$ cat config.mk
export PLATFORM = sky130hd
export DESIGN_NAME = xor_net_backprop_trainer
export DESIGN_NICKNAME = d
export VERILOG_FILES = /design/src/hdl/xnb_pkg.sv /design/src/hdl/xnb_mul.sv /design/src/hdl/xnb_sig_rom.sv /design/src/hdl/xor_net_backprop_trainer.sv
export SDC_FILE = /design/constraint.sdc
export NUM_CORES = 2
export LEC_CHECK = 0
export BUFFER_PORTS_ARGS = -buffer_cell sky130_fd_sc_hd__buf_2
export CELL_PAD_IN_SITES_DETAIL_PLACEMENT = 1
export CELL_PAD_IN_SITES_GLOBAL_PLACEMENT = 2
export CORE_MARGIN = 8
export CORE_UTILIZATION = 35
export DETAILED_ROUTE_END_ITERATION = 8
export MAX_ROUTING_LAYER = met4
export PLACE_DENSITY = 0.77
export SLEW_MARGIN = 20
export SYNTH_ARGS = -nofsm -noshare
export SYNTH_HDL_FRONTEND = slang
export SYNTH_SLANG_ARGS = --single-unit
$ cat constraint.sdc
create_clock -name clk -period 9.93 [get_ports clk]
set_input_delay 1.986 -clock clk [delete_from_list [all_inputs] [get_ports clk]]
set_output_delay 1.986 -clock clk [all_outputs]
set_load 0.05 [all_outputs]
$ cat src/hdl/xnb_pkg.sv
// xnb_pkg: shared constants, sequencer state type and helper functions
// for the two-input sigmoid network trainer
// no dependencies
package xnb_pkg;

	localparam int unsigned SIG_ENTRIES_DEF = 256;
	localparam int unsigned NUM_WEIGHTS     = 7;
	localparam int unsigned WIDX_W          = 3;
	localparam int unsigned MUL_W           = 32;
	localparam int unsigned LR_W            = 23;

	// weight store slots
	localparam logic [WIDX_W-1:0] W_XK = 3'd0;
	localparam logic [WIDX_W-1:0] W_YK = 3'd1;
	localparam logic [WIDX_W-1:0] W_BK = 3'd2;
	localparam logic [WIDX_W-1:0] W_XZ = 3'd3;
	localparam logic [WIDX_W-1:0] W_YZ = 3'd4;
	localparam logic [WIDX_W-1:0] W_BZ = 3'd5;
	localparam logic [WIDX_W-1:0] W_KZ = 3'd6;

	localparam logic [31:0]     W_RESET  = 32'd32768;
	localparam logic [LR_W-1:0] LR_RESET = 23'd65536;

	typedef enum logic [5:0] {
		ST_IDLE,
		ST_H0, ST_H1, ST_H2, ST_H3,
		ST_O0, ST_O1, ST_O2, ST_O3, ST_O4, ST_O5, ST_O6,
		ST_U0, ST_U1, ST_U2, ST_U3, ST_U4, ST_U5, ST_U6, ST_U7,
		ST_U8, ST_U9, ST_U10, ST_U11, ST_U12, ST_U13, ST_U14, ST_U15,
		ST_U16, ST_U17, ST_U18, ST_U19, ST_U20, ST_U21, ST_U22, ST_U23,
		ST_FIN
	} state_t;

	typedef struct packed {
		logic [31:0] w;
		logic        clip;
	} sat_t;

	// weight plus delta, clipped to the signed 32-bit range
	function automatic sat_t sat_add(input logic [31:0] w, input logic [47:0] d);
		logic signed [47:0] s;
		sat_t r;
		s = $signed({{16{w[31]}}, w}) + $signed(d);
		if (s > 48'sd2147483647) begin
			r.w    = 32'h7FFF_FFFF;
			r.clip = 1'b1;
		end else if (s < -48'sd2147483648) begin
			r.w    = 32'h8000_0000;
			r.clip = 1'b1;
		end else begin
			r.w    = s[31:0];
			r.clip = 1'b0;
		end
		return r;
	endfunction

	// shift-subtract division, elaboration use only
	function automatic logic [63:0] udiv64(input logic [63:0] n, input logic [63:0] d);
		logic [63:0] q;
		logic [63:0] r;
		q = '0;
		r = '0;
		for (int b = 63; b >= 0; b--) begin
			r = {r[62:0], n[b]};
			if (r >= d) begin
				r    = r - d;
				q[b] = 1'b1;
			end
		end
		return q;
	endfunction

	// sigmoid sample at the centre of one table cell over [-8,8), Q0.16
	function automatic logic [15:0] sig_entry(input logic [31:0] idx,
			input logic [31:0] entries);
		logic [63:0] mpos;
		logic [63:0] a;
		logic [63:0] r;
		logic [63:0] term;
		logic [63:0] e;
		logic [63:0] sp;
		logic [63:0] s;
		logic signed [63:0] sum;
		mpos = udiv64((({32'b0, idx} << 1) + 64'd1) << 19, {32'b0, entries});
		a    = (mpos >= 64'd524288) ? (mpos - 64'd524288) : (64'd524288 - mpos);
		r    = a << 6;
		term = 64'd1 << 30;
		sum  = 64'sd1 << 30;
		for (int k = 1; k <= 10; k++) begin
			term = udiv64((term * r) >> 30, 64'(k));
			if ((k & 1) != 0) begin
				sum = sum - $signed(term);
			end else begin
				sum = sum + $signed(term);
			end
		end
		if (sum < 64'sd0) begin
			sum = 64'sd0;
		end
		e = sum;
		for (int j = 0; j < 8; j++) begin
			e = (e * e) >> 30;
		end
		sp = (udiv64(64'd1 << 47, (64'd1 << 30) + e) + 64'd1) >> 1;
		s  = (mpos >= 64'd524288) ? sp : (64'd65536 - sp);
		if (s > 64'd65535) begin
			s = 64'd65535;
		end
		return s[15:0];
	endfunction

endpackage

$ cat src/hdl/xnb_mul.sv
// xnb_mul: shared signed 32x32 multiplier with registered product
// depends on xnb_pkg
module xnb_mul
	import xnb_pkg::*;
(
	input  logic                       clk,
	input  logic signed [MUL_W-1:0]    op_a,
	input  logic signed [MUL_W-1:0]    op_b,
	output logic signed [2*MUL_W-1:0]  prod_q
);

	always_ff @(posedge clk) begin
		prod_q <= op_a * op_b;
	end

endmodule

$ cat src/hdl/xnb_sig_rom.sv
// xnb_sig_rom: sigmoid lookup table with registered read
// entries built at elaboration from xnb_pkg::sig_entry
module xnb_sig_rom
	import xnb_pkg::*;
#(
	parameter int unsigned ENTRIES = SIG_ENTRIES_DEF,
	localparam int unsigned IW = $clog2(ENTRIES)
) (
	input  logic          clk,
	input  logic [IW-1:0] addr,
	output logic [15:0]   data_q
);

	logic [15:0] rom [ENTRIES];

	for (genvar gi = 0; gi < ENTRIES; gi++) begin : g_rom
		localparam logic [15:0] ENTRY = sig_entry(32'(gi), 32'(ENTRIES));
		assign rom[gi] = ENTRY;
	end

	always_ff @(posedge clk) begin
		data_q <= rom[addr];
	end

endmodule

$ cat src/hdl/xor_net_backprop_trainer.sv
// xor_net_backprop_trainer: two-input network, one hidden sigmoid unit, one output unit
// each item runs the hidden-sum and output-sum states, plus the update states for an
// update; a new item is taken once the result is registered, paced by the single shared
// 32x32 multiplier stepped by the sequencer and the registered sigmoid table read
// reset (arst_n low, asynchronous): all seven weights to one half, learning rate to 1.0
// depends on xnb_pkg, xnb_mul, xnb_sig_rom
module xor_net_backprop_trainer
	import xnb_pkg::*;
#(
	parameter int unsigned SIGMOID_ENTRIES = SIG_ENTRIES_DEF
) (
	input  logic               clk,
	input  logic               arst_n,
	// configuration
	input  logic               cfg_we,
	input  logic [LR_W-1:0]    cfg_wdata,
	// input items
	input  logic               in_valid,
	output logic               in_ready,
	input  logic               req_type,
	input  logic signed [15:0] input_x,
	input  logic signed [15:0] input_y,
	input  logic [12:0]        target_value,
	// result items
	output logic               out_valid,
	input  logic               out_ready,
	output logic [15:0]        output_activation,
	output logic [15:0]        hidden_activation,
	output logic               weight_saturated
);

	localparam int unsigned  IW    = $clog2(SIGMOID_ENTRIES);
	localparam logic [IW-1:0] E_MAX = IW'(SIGMOID_ENTRIES - 1);

	state_t state_q, state_d;

	// weight store and learning rate
	logic [31:0]     w_q [NUM_WEIGHTS];
	logic [LR_W-1:0] lr_q;

	// latched item
	logic        upd_q;
	logic [15:0] x_q;
	logic [15:0] y_q;
	logic [12:0] t_q;

	// working registers
	logic signed [63:0] acc_q;
	logic [15:0] k_q;
	logic [15:0] z_q;
	logic [31:0] ez_q;   // output error, Q32 scale
	logic [39:0] sz_q;   // scaled output error
	logic [38:0] ek_q;   // hidden error
	logic [46:0] sk_q;   // scaled hidden error
	logic        rng_lo_q;
	logic        rng_hi_q;
	logic        clip_q;

	// result register
	logic        out_valid_q;
	logic [15:0] out_z_q;
	logic [15:0] out_k_q;
	logic        out_sat_q;

	// shared units
	logic [MUL_W-1:0]          mul_a;
	logic [MUL_W-1:0]          mul_b;
	logic signed [2*MUL_W-1:0] mul_q;
	logic [IW-1:0]             rom_addr;
	logic [15:0]               rom_data;

	// weight update path, one weight at a time through a single saturating adder
	logic              w_en;
	logic [WIDX_W-1:0] w_sel;
	logic [47:0]       w_delta;
	logic [31:0]       w_cur;
	sat_t              sat_res;

	logic in_fire;
	logic fin_fire;

	// sums in [-8,8) when the bits above the table span all match the sign
	logic        h_inr;
	logic        o_inr;
	logic [19:0] h_t20;
	logic [19:0] o_t20;

	// derived operands
	logic [31:0] x_ext;
	logic [31:0] y_ext;
	logic [31:0] k_ext;
	logic [16:0] omz;
	logic [16:0] omk;
	logic [17:0] tz_diff;
	logic [31:0] sz_lo;
	logic [31:0] sz_hi;
	logic [31:0] ek_lo;
	logic [31:0] ek_hi;
	logic [31:0] sk_lo;
	logic [31:0] sk_hi;
	logic [31:0] lr_ext;

	assign in_fire  = in_valid && in_ready;
	assign fin_fire = (state_q == ST_FIN) && (!out_valid_q || out_ready);

	assign h_inr = (&acc_q[63:31]) || !(|acc_q[63:31]);
	assign o_inr = (&acc_q[63:35]) || !(|acc_q[63:35]);
	// offset by +8: flipping the sign bit adds half the span
	assign h_t20 = {~acc_q[31], acc_q[30:12]};
	assign o_t20 = {~acc_q[35], acc_q[34:16]};

	assign x_ext   = {{16{x_q[15]}}, x_q};
	assign y_ext   = {{16{y_q[15]}}, y_q};
	assign k_ext   = {16'b0, k_q};
	assign lr_ext  = {{(32 - LR_W){1'b0}}, lr_q};
	assign omz     = 17'h10000 - {1'b0, z_q};
	assign omk     = 17'h10000 - {1'b0, k_q};
	assign tz_diff = {1'b0, t_q, 4'b0} - {2'b0, z_q};
	// wide errors go through the multiplier as an unsigned low and a signed high part
	assign sz_lo   = {9'b0, sz_q[22:0]};
	assign sz_hi   = {{15{sz_q[39]}}, sz_q[39:23]};
	assign ek_lo   = {9'b0, ek_q[22:0]};
	assign ek_hi   = {{16{ek_q[38]}}, ek_q[38:23]};
	assign sk_lo   = {9'b0, sk_q[22:0]};
	assign sk_hi   = {{8{sk_q[46]}}, sk_q[46:23]};

	// table index: clamp at the ends, otherwise floor((s+8)*E/16)
	assign rom_addr = rng_lo_q ? '0 :
	                  rng_hi_q ? E_MAX : mul_q[20+IW-1:20];

	xnb_mul u_mul (
		.clk    (clk),
		.op_a   (mul_a),
		.op_b   (mul_b),
		.prod_q (mul_q)
	);

	xnb_sig_rom #(
		.ENTRIES (SIGMOID_ENTRIES)
	) u_sig_rom (
		.clk    (clk),
		.addr   (rom_addr),
		.data_q (rom_data)
	);

	// sequencer state register
	always_ff @(posedge clk or negedge arst_n) begin
		if (!arst_n) begin
			state_q <= ST_IDLE;
		end else begin
			state_q <= state_d;
		end
	end

	// next state and handshake
	always_comb begin
		state_d  = state_q;
		in_ready = 1'b0;
		unique case (state_q)
			ST_IDLE: begin
				in_ready = 1'b1;
				if (in_valid) begin
					state_d = ST_H0;
				end
			end
			ST_O6: begin
				// inference only goes straight to the result
				state_d = upd_q ? ST_U0 : ST_FIN;
			end
			ST_U23: begin
				state_d = ST_FIN;
			end
			ST_FIN: begin
				if (!out_valid_q || out_ready) begin
					state_d = ST_IDLE;
				end
			end
			default: begin
				state_d = state_t'(state_q + 6'd1);
			end
		endcase
	end

	// multiplier operand selection for each sequencer step
	always_comb begin
		mul_a = '0;
		mul_b = '0;
		unique case (state_q)
			ST_H0:  begin mul_a = x_ext;               mul_b = w_q[W_XK]; end
			ST_H1:  begin mul_a = y_ext;               mul_b = w_q[W_YK]; end
			ST_H3:  begin mul_a = {12'b0, h_t20};      mul_b = 32'(SIGMOID_ENTRIES); end
			ST_O0:  begin mul_a = x_ext;               mul_b = w_q[W_XZ]; end
			ST_O1:  begin mul_a = y_ext;               mul_b = w_q[W_YZ]; end
			ST_O2:  begin mul_a = k_ext;               mul_b = w_q[W_KZ]; end
			ST_O4:  begin mul_a = {12'b0, o_t20};      mul_b = 32'(SIGMOID_ENTRIES); end
			// z*(1-z)
			ST_U0:  begin mul_a = {16'b0, z_q};        mul_b = {15'b0, omz}; end
			// (target - z) * z*(1-z)
			ST_U1:  begin
				mul_a = {{14{tz_diff[17]}}, tz_diff};
				mul_b = mul_q[31:0];
			end
			ST_U2:  begin mul_a = lr_ext;              mul_b = mul_q[47:16]; end
			ST_U4:  begin mul_a = x_ext;               mul_b = sz_lo; end
			ST_U5:  begin mul_a = x_ext;               mul_b = sz_hi; end
			ST_U6:  begin mul_a = y_ext;               mul_b = sz_lo; end
			ST_U7:  begin mul_a = y_ext;               mul_b = sz_hi; end
			ST_U8:  begin mul_a = k_ext;               mul_b = sz_lo; end
			ST_U9:  begin mul_a = k_ext;               mul_b = sz_hi; end
			// k*(1-k)
			ST_U10: begin mul_a = k_ext;               mul_b = {15'b0, omk}; end
			ST_U11: begin mul_a = mul_q[31:0];         mul_b = ez_q; end
			// hidden error uses the freshly updated hidden-to-output weight
			ST_U12: begin mul_a = mul_q[63:32];        mul_b = w_q[W_KZ]; end
			ST_U14: begin mul_a = lr_ext;              mul_b = ek_lo; end
			ST_U15: begin mul_a = lr_ext;              mul_b = ek_hi; end
			ST_U18: begin mul_a = x_ext;               mul_b = sk_lo; end
			ST_U19: begin mul_a = x_ext;               mul_b = sk_hi; end
			ST_U20: begin mul_a = y_ext;               mul_b = sk_lo; end
			ST_U21: begin mul_a = y_ext;               mul_b = sk_hi; end
			default: begin
				mul_a = '0;
				mul_b = '0;
			end
		endcase
	end

	// weight update selection, each delta already floored by the shift
	always_comb begin
		w_en    = 1'b0;
		w_sel   = W_XK;
		w_delta = '0;
		unique case (state_q)
			ST_U4: begin
				w_en    = 1'b1;
				w_sel   = W_BZ;
				w_delta = {{24{sz_q[39]}}, sz_q[39:16]};
			end
			ST_U7: begin
				w_en    = 1'b1;
				w_sel   = W_XZ;
				w_delta = {{12{acc_q[63]}}, acc_q[63:28]};
			end
			ST_U9: begin
				w_en    = 1'b1;
				w_sel   = W_YZ;
				w_delta = {{12{acc_q[63]}}, acc_q[63:28]};
			end
			ST_U11: begin
				w_en    = 1'b1;
				w_sel   = W_KZ;
				w_delta = {{16{acc_q[63]}}, acc_q[63:32]};
			end
			ST_U18: begin
				w_en    = 1'b1;
				w_sel   = W_BK;
				w_delta = {{9{sk_q[46]}}, sk_q[46:8]};
			end
			ST_U21: begin
				w_en    = 1'b1;
				w_sel   = W_XK;
				w_delta = {{4{acc_q[63]}}, acc_q[63:20]};
			end
			ST_U23: begin
				w_en    = 1'b1;
				w_sel   = W_YK;
				w_delta = {{4{acc_q[63]}}, acc_q[63:20]};
			end
			default: begin
				w_en    = 1'b0;
				w_sel   = W_XK;
				w_delta = '0;
			end
		endcase
	end

	always_comb begin
		unique case (w_sel)
			W_XK:    w_cur = w_q[W_XK];
			W_YK:    w_cur = w_q[W_YK];
			W_BK:    w_cur = w_q[W_BK];
			W_XZ:    w_cur = w_q[W_XZ];
			W_YZ:    w_cur = w_q[W_YZ];
			W_BZ:    w_cur = w_q[W_BZ];
			W_KZ:    w_cur = w_q[W_KZ];
			default: w_cur = w_q[W_XK];
		endcase
	end

	assign sat_res = sat_add(w_cur, w_delta);

	// weights, learning rate and result valid
	always_ff @(posedge clk or negedge arst_n) begin
		if (!arst_n) begin
			for (int i = 0; i < NUM_WEIGHTS; i++) begin
				w_q[i] <= W_RESET;
			end
			lr_q        <= LR_RESET;
			out_valid_q <= 1'b0;
		end else begin
			if (cfg_we) begin
				lr_q <= cfg_wdata;
			end
			if (w_en) begin
				w_q[w_sel] <= sat_res.w;
			end
			if (fin_fire) begin
				out_valid_q <= 1'b1;
			end else if (out_ready) begin
				out_valid_q <= 1'b0;
			end
		end
	end

	// datapath registers, stepped by the sequencer
	always_ff @(posedge clk) begin
		if (in_fire) begin
			upd_q  <= req_type;
			x_q    <= input_x;
			y_q    <= input_y;
			t_q    <= target_value;
			clip_q <= 1'b0;
		end
		if (w_en && sat_res.clip) begin
			clip_q <= 1'b1;
		end
		if (fin_fire) begin
			out_z_q   <= z_q;
			out_k_q   <= k_q;
			out_sat_q <= clip_q;
		end
		unique case (state_q)
			// hidden sum: bias term first, then the two products
			ST_H0: acc_q <= {{20{w_q[W_BK][31]}}, w_q[W_BK], 12'b0};
			ST_H1, ST_H2, ST_O3: acc_q <= acc_q + mul_q;
			ST_H3: begin
				rng_lo_q <= !h_inr && acc_q[63];
				rng_hi_q <= !h_inr && !acc_q[63];
			end
			// output sum: input products carry a factor of 16 to reach Q32.32
			ST_O0: acc_q <= {{16{w_q[W_BZ][31]}}, w_q[W_BZ], 16'b0};
			ST_O1: begin
				k_q   <= rom_data;
				acc_q <= acc_q + (mul_q <<< 4);
			end
			ST_O2: acc_q <= acc_q + (mul_q <<< 4);
			ST_O4: begin
				rng_lo_q <= !o_inr && acc_q[63];
				rng_hi_q <= !o_inr && !acc_q[63];
			end
			ST_O6:  z_q  <= rom_data;
			ST_U2:  ez_q <= mul_q[47:16];
			ST_U3:  sz_q <= mul_q[55:16];
			// split products: low part loads, high part adds in shifted by 23
			ST_U5, ST_U7, ST_U9, ST_U15, ST_U19, ST_U21: acc_q <= mul_q;
			ST_U6, ST_U8, ST_U10, ST_U16, ST_U20, ST_U22: acc_q <= acc_q + (mul_q <<< 23);
			ST_U13: ek_q <= mul_q[62:24];
			ST_U17: sk_q <= acc_q[62:16];
			default: begin
			end
		endcase
	end

	assign out_valid         = out_valid_q;
	assign output_activation = out_z_q;
	assign hidden_activation = out_k_q;
	assign weight_saturated  = out_sat_q;

endmodule
After elaboration in Yosys (flattened, before gate mapping):

Memories as Yosys holds them, arrays and structs flattened. A register that Yosys moved wholly into a read port is not among the register bits.
Index checks and enable logic that the tools add are counted.

* memories: 1
* output and inout port bits: 35
* flip-flop bits (word level): 654
* logic and storage cells: 155
* input port bits: 74
* ROM bits: 4096

* bitwise logic cells: 4
* add/sub/neg operators: 8
* multiply operators: 1
* mux-type cells: 23
* order comparisons: 4
* equality and inequality tests: 43
* reductions and logical operators: 43

Memory list
* (no name shown): words 256, bits a word 16, read ports 1, clocked after memory_dff 1, write ports 0, RTL line xnb_sig_rom.sv:22 `data_q <= rom[addr];`

Operators by type and width (count)
* $pmux 32 s17: 1
* $pmux 64 s6: 1
* $pmux 32 s10: 1
* $pmux 48 s5: 1
* $bwmux 224: 1
* $add 64x64->64: 3
* $pmux 32 s6: 1
* $demux 32 s3: 1
* $eq 6x5->1 const B: 16
* $mux 33: 2
* $mul 32x32->64: 1
* $add 32x48->48: 1
* $gt 48x32->1 const B: 1
* $lt 48x32->1 const B: 1
* $eq 6x4->1 const B: 7
* $sub 17x16->17 const A: 2
* $reduce_and 33->1: 1
* $reduce_or 33->1: 1
* $mux 32: 1
* $eq 6x6->1 const B: 5
* $reduce_and 29->1: 1
* $reduce_or 29->1: 1
* $eq 6x3->1 const B: 4
* $pmux 6 s4: 1
* 31 further kinds: 70

Logic depth before layout (Yosys ltp):

* depth after elaboration: 9
* gate-level depth with buffers: 44
* depth with buffers taken out: 41

By module:

From an unflattened synthesis, not the netlist that was laid out.

* cell total of the unflattened synthesis: 9088
* area, all modules: 82726.8 um^2

Modules (own cells, without submodules)
* xor_net_backprop_trainer: area an instance 40096.0 um^2, instances 1, cells each 4295, sequential area each 16445.8 um^2
* xnb_mul: area an instance 38308.0 um^2, instances 1, cells each 4153, sequential area each 1281.2 um^2
* xnb_sig_rom: area an instance 4322.9 um^2, instances 1, cells each 640, sequential area each 320.3 um^2

Worst setup path before layout:

Ideal clock, no wire load.

* path type: register to register
* start: reg state_q[0]
* end: reg u_mul.prod_q[54]
* buffers on the path: 3
* required time: 9858 ps
* data arrival time: 10395 ps
* period minus slack after synthesis: 10467 ps
* path slack: -537 ps
* cell stages (with the launch flop): 32
* library setup time: 72 ps
* cell sequence: dfrtp_1 inv_1 ha_1 clkbuf_1 nand3_1 nor2_1 clkbuf_1 a222oi_1 nand4b_1 clkbuf_1 nand2_1 fa_1 fa_1 inv_1 fa_1 inv_1 fa_1 inv_1 fa_1 fa_1 fa_1 fa_1 ha_1 a21o_1 a21o_1 a21oi_1 o21ai_0 or2_2 a31o_2 a21o_1 a21oi_1 xnor2_1

* word-level cells in the longest chain between the ends: 4
* elaborated cells between the ends (all ways): 38
* those cells by class: mul (1); eq/ne (25); mux (2); reduce/logical (10)

RTL lines
* start: declaration: RTL line xor_net_backprop_trainer.sv:35 `state_t state_q, state_d;`
* start signal: assignment: RTL line xor_net_backprop_trainer.sv:151 `state_q <= state_d;`
* $eq 6x6->1, or another cell as far along: RTL line xor_net_backprop_trainer.sv:188 `unique case (state_q)`
* $reduce_or 6->1 (no source line), or another cell as far along
* $pmux 32 s10 or $pmux 32 s17 (tied branches): RTL line xor_net_backprop_trainer.sv:188
* $mul 32x32->64 *: RTL line xnb_mul.sv:13 `prod_q <= op_a * op_b;`
* end signal: assignment: RTL line xnb_mul.sv:13
* end: declaration: RTL line xnb_mul.sv:9 `output logic signed [2*MUL_W-1:0] prod_q`

Every way passes the cells marked *; elsewhere a longest branch is shown, timed or not.
A chain may end at the register's enable or synchronous reset.

Worst setup path after layout:

* start: reg state_q[0]
* end: reg u_mul.prod_q[61]

The elaborated chain is that of the path after synthesis.

==> flow_metrics.tcl <==
set metrics [dict create \
    path_common_cell "fa_1" \
    grt_overflow_total 0 \
    ys_ff_latch 670 \
    synth_adder_area_share_pct 33.04 \
    startpoint "state_q[0]" \
    numPortBuffers 108 \
    setup_violations 20 \
    r2r-end "u_mul.prod_q[61]" \
    syn_area_um2 81920 \
    reg2reg_depth 39 \
    die_h_um 499.8 \
    yosys.area.top_type "fa_1" \
    fin_nets 11600 \
    rows 177 \
    worstSetupPathDepth 39 \
    post-place-cells 12950 \
    cp_num_buf_inv 13 \
    avgRoutedWirePerCell_um 34.40 \
    slew_violations 0 \
    syn2layout_area_growth_pct 23.03 \
    synth_top_area_share_pct 26.54 \
    slowest_delay_ns 0.59 \
    placed_area_um2 94720 \
    io_pins 109 \
    synth_most_common_cell "nand2_1" \
    outcome "finished with violations" \
    max-slew-margin-rel_pct 15.79 \
    cts_tree "built" \
    drt_wl_total_um 456900 \
    path_max_fanout 6 \
    stdcell_area_um2 100800 \
    yosys_warnings 0 \
    htreeDepth 3 \
    ys_top_cells_by_area "fa_1, edfxtp_1, dfrtp_1, ha_1, nand2_1" \
    synthesis.nets 10760 \
    period_share_pct 104.8 \
    synth_cells 9169 \
    synth.distinct_cells 90 \
    drive_gt1_share_pct 19.66 \
    clk_pin_slew_ns 0.06 \
    max_freq_mhz 96.07 \
    cp_top_family "adder cells" \
    cp.arrival_ns 11.05 \
    synth_top_family_by_area "adder cells" \
    tightest_slew_ns 1.247 \
    ant_nets 0 \
    synth-edff-count 335 \
    synthFlopType "edfxtp_1" \
    dieArea_um2 249800 \
    nFillCells 26630 \
    drc 11 \
    core_area_um2 232800 \
    clock-sinks 670 \
    critical_path_required_ns 10.57 \
    cp-start-kind "register" \
    fin_hold_ws_ns 0.4054 \
    synth_xor_area_share_pct 3.047 \
    cts-buffers-inserted 80 \
    synth_common_cells "nand2_1, inv_1, fa_1" \
    antenna_found_initial 62 \
    hpwl_um 363300 \
    crit_path_top_delay_cell "a222oi_1" \
    clock_skew_ns 0.06932 \
    syn_avg_cell_area_um2 8.935 \
    grt_max_degree 142 \
    stdcell_count 13280 \
    async_flop_share_pct 37.91 \
    crit_path_end_kind "register" \
    crit_end "u_mul.prod_q[61]" \
    violations "design-rule violations, negative setup slack" \
    synthMuxAreaShare_pct 0.9500 \
    r2r_slack_ns -0.48 \
    yosysSeqAreaShare_pct 22.03 \
    pre_cts_slack_ns -1.022 \
    rsz0062_at_grt "yes" \
    worstSkewPairLatency_ns 0.78 \
    synth-simple-area-share_pct 14.68 \
    die_w_um 499.8 \
    hold_class "reg -> reg" \
    grt_pass1_vias 83840 \
    gp_congestion 1.089 \
    grt_usage_pct 36.56 \
    start_util_pct 35.20 \
    grt_pass1_wl_um 642700 \
    clockBufferDepth 3 \
    maxCapViolations 0 \
    setup_slack_ns -0.4790 \
    vias 81040 \
    r2r_start "state_q[0]" \
    min_period_ns 10.41 \
    hold_viol 0 \
    cts_root_buf "clkbuf_16" \
    synth-compound-area-share_pct 18.32 \
    drt-pass1-iter-count 9 \
    critPathKind "reg -> reg" \
    via_per_inst 6.101 \
    initialDrtViolationCount 10020 \
]
-- state kept, by name, summed over array words and instances, names as in the netlist, 16 cells and up --
name               cells
x_q                   16
sk_q                  47
ez_q                  32
z_q                   16
y_q                   16
u_mul.prod_q          64
k_q                   16
ek_q                  39
u_sig_rom.data_q      16
w_q                  224
hidden_activation     16
sz_q                  40
output_activation     16
lr_q                  23
acc_q                 64
-- placed cells by master (no fill, tap or decap), drive strengths merged, types with 51 or more instances in the layout --
cell    synthesis  final
a21o          151    151
xnor2         180    180
o21bai         62     62
o21ai         393    393
xor2          105    105
nor2          834    834
a221oi        111    111
inv          1119   1126
and2           59     59
dfrtp         246    246
fa           1086   1086
nor3           81     81
clkbuf        465    119
a22oi         185    185
ha            426    426
nand3         201    201
edfxtp        335    335
a222oi         81     81
o22ai          51     51
and3           59     60
nand4          91     91
diode           0     68
a211oi         70     70
nand2b        100    100
nand2        1142   1142
o31ai         143    143
a31oi          66     66
a221o          68     68
dfxtp          81     81
a21oi         477    477
buf           121   1345
o211ai         65     65
-- cell type report --
type                       count  area [µm²]  share of cell area (%)
clock inverter                32       390.4                  0.3873
multi-input combinational   6793       59640                   59.17
inverter                    1121        4208                   4.175
antenna                       68       170.2                  0.1688
clock buffer                 117        2431                   2.412
sequential                   670       18050                   17.91
tap                         3132        3919                   3.888
timing repair buffer        1349       11980                   11.89
-- routing by layer --
metal,share of wire [%],GRT usage (%),up-vias
met1,39,44.79,42100
met2,44,54.07,4471
met5,0,-,-
li1,-,-,33120
met3,9.6,8.851,1350
met4,8.1,23.42,0
-- kinds of logic (layout without fill, tap and decap cells) --
kind of cell / count (synthesis) / after routing
simple gates: 2736 / 2737
flops: 670 / 670
other cells: 0 / 68
buf+inv: 1707 / 2619
xor+xnor: 285 / 285
mux: 73 / 73
fa+ha+maj: 1512 / 1512
compound gates: 2186 / 2186
-- stage by stage --
stage / TNS (ns) / utilization (%)
after floorplan: 0 / -
after global placement: -16.87 / 40.69
after detailed placement: -18.96 / 40.69
after CTS: -2.131 / 42.69
after global routing: -8.441 / 43.29
final: -4.752 / 43.30
-- worst min-delay path by stage --
stage / startpoint / to / slack [ns] / cells past startpoint
3_3_place_gp: u_sig_rom.data_q[6] / z_q[6] / 0.41 / 0
4_1_cts: u_sig_rom.data_q[8] / z_q[8] / 0.42 / 0
5_1_grt: u_sig_rom.data_q[6] / k_q[6] / 0.43 / 0
6_report: u_sig_rom.data_q[8] / z_q[8] / 0.41 / 0
2_1_floorplan: u_sig_rom.data_q[0] / k_q[0] / 0.40 / 0
3_5_place_dp: u_sig_rom.data_q[1] / z_q[1] / 0.42 / 0
-- what timing repair did --
action / CTS / global route
setup buffers: 64 / 58
endpoints found under the setup margin: 37 / 38
hold buffers: 0 / 0
pin swaps: 140 / 142
cloned: 6 / 1
resized for setup: 262 / 222
Power is not shown: default switching activity piles up to over one toggle a cycle in this logic, so the estimate is an artifact.
